File: src/design/klru_pkg.sv
package klru_pkg;

  localparam int MAX_ENTRIES_DEF = 16;
  localparam int TIME_BITS_DEF   = 32;
  localparam int CFG_IDX_W       = 3;
  localparam int CFG_DATA_W      = 32;

  // Register indexes of the configuration port.
  localparam logic [CFG_IDX_W-1:0] CFG_BUCKET_SIZE  = 3'd0;
  localparam logic [CFG_IDX_W-1:0] CFG_FAIL_LIMIT   = 3'd1;
  localparam logic [CFG_IDX_W-1:0] CFG_STALE_TICKS  = 3'd2;
  localparam logic [CFG_IDX_W-1:0] CFG_LRU_EVICTION = 3'd3;

  // Request type codes as they arrive on the input channel.
  typedef enum logic [2:0] {
    OP_ADD     = 3'd0,
    OP_REMOVE  = 3'd1,
    OP_LOOKUP  = 3'd2,
    OP_REFRESH = 3'd3,
    OP_FAILURE = 3'd4,
    OP_PING    = 3'd5,
    OP_CLEANUP = 3'd6,
    OP_TICK    = 3'd7
  } klru_op_t;

  // Result status codes.
  localparam logic [1:0] ST_DONE      = 2'd0;
  localparam logic [1:0] ST_NOT_FOUND = 2'd1;
  localparam logic [1:0] ST_REFUSED   = 2'd2;
  localparam logic [1:0] ST_REMOVE    = 2'd3;

  // One classified request as it sits in the queue.
  typedef struct packed {
    klru_op_t     op;
    logic [63:0]  peer_id;
    logic [31:0]  contact_handle;
  } klru_req_t;

  typedef struct packed {
    logic [4:0]  bucket_size;
    logic [7:0]  fail_limit;
    logic [31:0] stale_ticks;
    logic        lru_eviction_on;
  } klru_cfg_t;

  typedef enum logic [2:0] {
    BK_IDLE,
    BK_SEARCH,
    BK_EXEC,
    BK_PURGE,
    BK_RESP
  } klru_bk_state_t;

endpackage

File: src/design/klru_if.sv
// Request channel: valid, ready and the request fields.
interface klru_req_if;
  logic        valid;
  logic        ready;
  logic [2:0]  req_type;
  logic [63:0] peer_id;
  logic [31:0] contact_handle;
  modport source (output valid, output req_type, output peer_id, output contact_handle,
                  input ready);
  modport sink   (input valid, input req_type, input peer_id, input contact_handle,
                  output ready);
endinterface


File: src/design/klru_front.sv
// Accepts requests, classifies them and holds them in a two-entry queue.
module klru_front (
  input  logic                 clk,
  input  logic                 rst_n,
  klru_req_if.sink             in_req,
  output logic                 q_valid,
  input  logic                 q_pop,
  output klru_pkg::klru_req_t  q_head
);

  klru_pkg::klru_req_t slot_r [2];
  logic                rd_ptr_r, rd_ptr_nxt;
  logic                wr_ptr_r, wr_ptr_nxt;
  logic [1:0]          cnt_r, cnt_nxt;
  logic                push;
  klru_pkg::klru_req_t cls;

  // Classify the incoming request.
  always_comb begin
    cls.op             = klru_pkg::klru_op_t'(in_req.req_type);
    cls.peer_id        = in_req.peer_id;
    cls.contact_handle = in_req.contact_handle;
  end

  assign in_req.ready = (cnt_r != 2'd2);
  assign push         = in_req.valid && in_req.ready;
  assign q_valid      = (cnt_r != 2'd0);
  assign q_head       = slot_r[rd_ptr_r];

  // Queue pointers and fill count.
  always_comb begin
    wr_ptr_nxt = push ? ~wr_ptr_r : wr_ptr_r;
    rd_ptr_nxt = q_pop ? ~rd_ptr_r : rd_ptr_r;
    cnt_nxt    = cnt_r + {1'b0, push} - {1'b0, q_pop};
  end

  always_ff @(posedge clk) begin
    if (!rst_n) begin
      rd_ptr_r <= 1'b0;
      wr_ptr_r <= 1'b0;
      cnt_r    <= 2'd0;
    end else begin
      rd_ptr_r <= rd_ptr_nxt;
      wr_ptr_r <= wr_ptr_nxt;
      cnt_r    <= cnt_nxt;
    end
  end

  always_ff @(posedge clk) begin
    if (push) begin
      slot_r[wr_ptr_r] <= cls;
    end
  end

endmodule

File: src/flat_wrapper.sv
// flat-port wrapper written by rule: the top's interface ports become plain ports
module klru_front_flat 
  (clk, rst_n, q_valid, q_pop, q_head, in_req_valid, in_req_req_type, in_req_peer_id, in_req_contact_handle, in_req_ready);
  klru_req_if in_req_i ();
  input  logic clk;
  input  logic rst_n;
  output logic q_valid;
  input  logic q_pop;
  output klru_pkg::klru_req_t q_head;
  input wire logic [$bits(in_req_i.valid)-1:0] in_req_valid;
  input wire logic [$bits(in_req_i.req_type)-1:0] in_req_req_type;
  input wire logic [$bits(in_req_i.peer_id)-1:0] in_req_peer_id;
  input wire logic [$bits(in_req_i.contact_handle)-1:0] in_req_contact_handle;
  output wire logic [$bits(in_req_i.ready)-1:0] in_req_ready;
  assign in_req_i.valid = in_req_valid;
  assign in_req_i.req_type = in_req_req_type;
  assign in_req_i.peer_id = in_req_peer_id;
  assign in_req_i.contact_handle = in_req_contact_handle;
  assign in_req_ready = in_req_i.ready;
  klru_front u_core (.clk(clk), .rst_n(rst_n), .in_req(in_req_i), .q_valid(q_valid), .q_pop(q_pop), .q_head(q_head));
endmodule
File: config.mk
export PLATFORM = sky130hd
export DESIGN_NAME = klru_front_flat
export DESIGN_NICKNAME = d
export VERILOG_FILES = /design/src/design/klru_pkg.sv /design/src/design/klru_if.sv /design/src/design/klru_front.sv /design/src/flat_wrapper.sv
export SDC_FILE = /design/constraint.sdc
export NUM_CORES = 1
export LEC_CHECK = 0
export ABC_AREA = 0
export BUFFER_PORTS_ARGS = -buffer_cell sky130_fd_sc_hd__buf_2
export CORE_UTILIZATION = 52
export CTS_CLUSTER_DIAMETER = 120
export DETAILED_ROUTE_END_ITERATION = 10
export PLACE_DENSITY = 0.9
export SKIP_CTS_REPAIR_TIMING = 1
export SLEW_MARGIN = 5
export SYNTH_ARGS = -nofsm -noshare
export SYNTH_HDL_FRONTEND = slang
export SYNTH_SLANG_ARGS = --single-unit
File: constraint.sdc
create_clock -name clk -period 4.45 [get_ports clk]
set_input_delay 0.2225 -clock clk [delete_from_list [all_inputs] [get_ports clk]]
set_output_delay 0.2225 -clock clk [all_outputs]
set_load 0.02 [all_outputs]
=== Word level (Yosys, flattened, before mapping) ===
Memory sizes are Yosys's and may differ from the RTL's. A register that Yosys moved wholly into a read port is not among the register bits.
Cells that the tools add are included.

* Bits in registers: 4
* RAM bits: 198
* Bits of input ports: 103
* Output and inout bits: 101
* Word-level logic and storage cells: 15
* Memories kept: 1

* Add/subtract/negate cells: 2
* Equality and inequality tests: 1
* Multiplexer cells: 4
* Bitwise logic cells: 2
* Reductions and logical operators: 2

{| class="wikitable"
|+ Memories
! memory !! words !! width !! read ports !! clocked after memory_dff !! wr ports !! line !! RTL
|-
| u_core.slot_r || 2 || 99 || 1 || 1 || 1 || klru_front.sv:11 || <nowiki>klru_pkg::klru_req_t slot_r [2];</nowiki>
|}

{| class="wikitable"
|+ Operators with widths
! cell !! count
|-
| two-way mux 1 bit || 4
|-
| adder 2 x 1 -> 2 bit || 1
|-
| inequality test 2 bit, second input constant || 1
|-
| NOT 1 bit || 2
|-
| nonzero test 2 bit || 1
|-
| subtractor 2 x 1 -> 2 bit || 1
|-
| logical AND 1 bit || 1
|}

=== Longest topological paths before layout ===
* Depth in word-level cells: 4
* Depth in mapped cells: 5
* Mapped depth without buffers: 5

=== Worst setup path after synthesis ===
OpenSTA, ideal clock, no wires.

* Kind: reg-to-reg
* From: reg u_core.cnt_r[0]
* To: mem u_core.slot_r[1][0] in the netlist's numbering, enable pin
* Setup time: 470 ps
* Arrival time: 3,037 ps
* Required time: 3,980 ps
* Setup slack: 944 ps
* Cell stages (with the launch flop): 3
* Path buffers: 0
* Clock period less this slack: 3,506 ps
* Path through: dfxtp_1 nand2b_1 and3_1

* Word-level cells in the longest chain between the ends: 4

{| class="wikitable"
|+ RTL lines
! item !! line !! RTL
|-
| from (decl) || klru_front.sv:14 || <nowiki>logic [1:0] cnt_r, cnt_nxt;</nowiki>
|-
| from (signal assigned) || klru_front.sv:45 || <nowiki>cnt_r <= cnt_nxt;</nowiki>
|-
| inequality test 2 bit || klru_front.sv:25 || <nowiki>assign in_req.ready = (cnt_r != 2'd2);</nowiki>
|-
| via in_req_ready || flat_wrapper.sv:14 || <nowiki>output wire logic [$bits(in_req_i.ready)-1:0] in_req_ready;</nowiki>
|-
| logical AND 1 bit || klru_front.sv:26 || <nowiki>assign push = in_req.valid && in_req.ready;</nowiki>
|-
| two-way mux 1 bit || klru_front.sv:50 || <nowiki>if (push) begin</nowiki>
|-
| two-way mux 1 bit (not written as such) || klru_front.sv:51 || <nowiki>slot_r[wr_ptr_r] <= cls;</nowiki>
|-
| to (decl) || klru_front.sv:11 ||
|}

The timed path passes the listed nets, and every way through them passes these cells.

==> impl_metrics.env <==
export IMPL_synth_top_family_by_area="multiplexers"
export IMPL_finalCoreUtilization_pct=74.4
export IMPL_port_buffer_count=203
export IMPL_grt_pass1_wl_mm=20.3
export IMPL_p_leak_uw=0.00394
export IMPL_clock_path_buffers=3
export IMPL_synth_compound_area_share_pct=0.405
export IMPL_drive_gt1_share_pct=50.9
export IMPL_row_count=43
export IMPL_worst_slack_ns=1.62
export IMPL_critical_path_arrival_ns=2.60
export IMPL_fp_dieArea_mm2=0.0147
export IMPL_clk_latency_ns=0.48
export IMPL_wl_met1_mm=5.89
export IMPL_drtIter0Drc=215
export IMPL_grt_start_max_net_pins=86
export IMPL_topRoutingLayerUsed="met4"
export IMPL_ys_seq_area_share_pct=81.5
export IMPL_required_ns=4.23
export IMPL_post_dp_hpwl_mm=8.72
export IMPL_avgSynthCellArea_um2=22.2
export IMPL_antenna_found_initial=0
export IMPL_viasPerCell=5.05
export IMPL_tightest_slew_ns=1.11
export IMPL_diodes=0
export IMPL_dr_pass1_iters=5
export IMPL_yosys_register_bits=203
export IMPL_fp_coreArea_mm2=0.0139
export IMPL_finClkSkew_ns=0.00965
export IMPL_die_h_um=121
export IMPL_clock_sinks=203
export IMPL_final_common_cell="buf_2"
export IMPL_num_vias=4264
export IMPL_synth_nets=438
export IMPL_p_switching_uw=1130
export IMPL_rsz0062_at_grt="no"
export IMPL_power_uw=4850
export IMPL_switching_share_pct=23.2
export IMPL_synthMuxAreaShare_pct=15.8
export IMPL_ant_nets=0
export IMPL_area_delta_synth_final_pct=39.2
export IMPL_sequentialPowerShare_pct=48.2
export IMPL_worst_setup_path_type="reg2out"
export IMPL_dp_worst_setup_slack_ns=2.07
export IMPL_routed_wl_mm=16.0
export IMPL_grt_pass1_vias=4148
export IMPL_regArea_mm2=0.00605
export IMPL_final_cell_mix="203 x buf_2, 198 x edfxtp_1, 99 x dlygate4sd3_1"
export IMPL_grt_use_total_pct=18.2
export IMPL_wl_per_cell_um=18.9
export IMPL_start_kind="flop"
export IMPL_cp_end_kind="output pin"
export IMPL_cts_htree_levels=1
export IMPL_yosys_area_share_simple_pct=0.877
export IMPL_ir_drop_mv=0.510
export IMPL_slew_headroom_pct=25.8
export IMPL_synthAdderAreaFrac_pct=0.169
export IMPL_maxSlewViolCount=0
export IMPL_hold_viol=0
export IMPL_layout_nets=755
export IMPL_ios=204
export IMPL_p_int_uw=3720
export IMPL_fmax_mhz=354
export IMPL_nFillCells=785
export IMPL_p_comb_share_pct=14.1
export IMPL_fin_area_mm2=0.0103
export IMPL_multi_input_area_mm2=0.00129
export IMPL_drc=0
export IMPL_tritoncts="done"
export IMPL_period_share_pct=63.5
export IMPL_cp_max_fo=68
export IMPL_postSynthCellCount=334
export IMPL_tns_ns=0
export IMPL_cts_root_buf="clkbuf_16"
export IMPL_wl_met2_mm=8.78
export IMPL_hold_class="in2reg"
export IMPL_cts_made_buffers=21
export IMPL_start_util_pct=53.4
export IMPL_power_density_mw_per_mm2=470
export IMPL_status="finished, final reports clean"
export IMPL_dr_wl_met3_um=906
export IMPL_gr_total_overflow=0
export IMPL_syn_area_mm2=0.00742
export IMPL_yosys_warnings=0
export IMPL_dpl_cell_area_mm2=0.00862
export IMPL_setup_viol_count_final=0
export IMPL_clk_pin_slew_ns=0.06
export IMPL_drv_cap=0
export IMPL_synth_xor_area_share_pct=0.118
export IMPL_die_x_um=121
export IMPL_synth_cell_types=21
export IMPL_gp_congestion=0.721
export IMPL_clock_power_share_pct=37.7
export IMPL_period_needed_ns=2.83
==> final cells by class <==
cell class                      count  share of cell area, %
Clock inverter                     13                   1.77
Timing Repair Buffer              305                   19.7
Clock buffer                       23                   5.16
Tap cell                          180                   2.18
Sequential cell                   203                   58.6
Multi-Input combinational cell    118                   12.5
Inverter                            2                 0.0970
==> flip-flops by register name, summed over array words and instances (netlist names), named ones only <==
| signal | count |
|---|---|
| u_core.cnt_r | 2 |
| u_core.rd_ptr_r | 1 |
| u_core.slot_r | 198 |
| u_core.wr_ptr_r | 1 |
==> through the flow <==
| step | hold slack, ns | std cells |
|---|---|---|
| 2_1_floorplan | 0.321 | 334 |
| 3_3_place_gp | 0.409 | 709 |
| 3_5_place_dp | 0.414 | 709 |
| 4_1_cts | -0.0878 | 745 |
| 5_1_grt | 0.0144 | 844 |
| 6_report | 0.0254 | 844 |
==> final timing paths <==
path / from / to / slack (ns) / cells after the start
hold reg to reg: u_core.rd_ptr_r / flop / 0.59 / 2
hold / removal: rst_n / u_core.rd_ptr_r / 0.03 / 2
setup / recovery: flop / q_head[57] / 1.62 / 3
setup reg to reg: u_core.cnt_r[0] / u_core.slot_r[0][21] / 2.05 / 4
==> cell usage after synthesis, drive strengths merged <==
cell type | number | area share (%)
edfxtp | 198 | 80
and2 | 2 | 0.17
or2 | 1 | 0.084
o21a | 1 | 0.10
nand2 | 2 | 0.10
a21boi | 1 | 0.10
mux2 | 99 | 16
nor2b | 1 | 0.084
nand2b | 2 | 0.17
mux2i | 2 | 0.27
buf | 11 | 1.0
a21bo | 1 | 0.13
a21oi | 1 | 0.067
inv | 2 | 0.10
dfxtp | 5 | 1.3
xor2 | 1 | 0.12
ha | 1 | 0.17
nand3b | 1 | 0.10
and3 | 2 | 0.17
==> layer usage <==
| layer | GRT usage, % | up-vias |
|---|---|---|
| met1 | 19.8 | 2089 |
| met2 | 34.0 | 179 |
| met3 | 4.61 | 37 |
| met5 | 0 | - |
| li1 | - | 1959 |
| met4 | 5.94 | 0 |
==> power groups by stage <==
stage | combinational [µW] | clock [µW] | sequential (µW)
3_5_place_dp | 605 | 0 | 2380
4_1_cts | 610 | 1850 | 2340
5_1_grt | 725 | 1920 | 2350
3_3_place_gp | 586 | 0 | 2360
6_report | 683 | 1830 | 2340
2_1_floorplan | 416 | 0 | 2350
==> worst max-delay path: stages (launching register included) <==
cell,delay [ns]
dfxtp_4,0.97
buf_4,0.52
mux2_2,0.40
buf_2,0.17
==> logic make-up after synthesis <==
kind of cell             Yosys count
AO/OA/AOI/OAI                      4
flip-flops                       203
multiplexers                     101
buffers and inverters             13
XOR/XNOR                           1
adder cells (fa/ha/maj)            1
AND/OR/NAND/NOR                   11
Power figures use the tool's default switching activity.
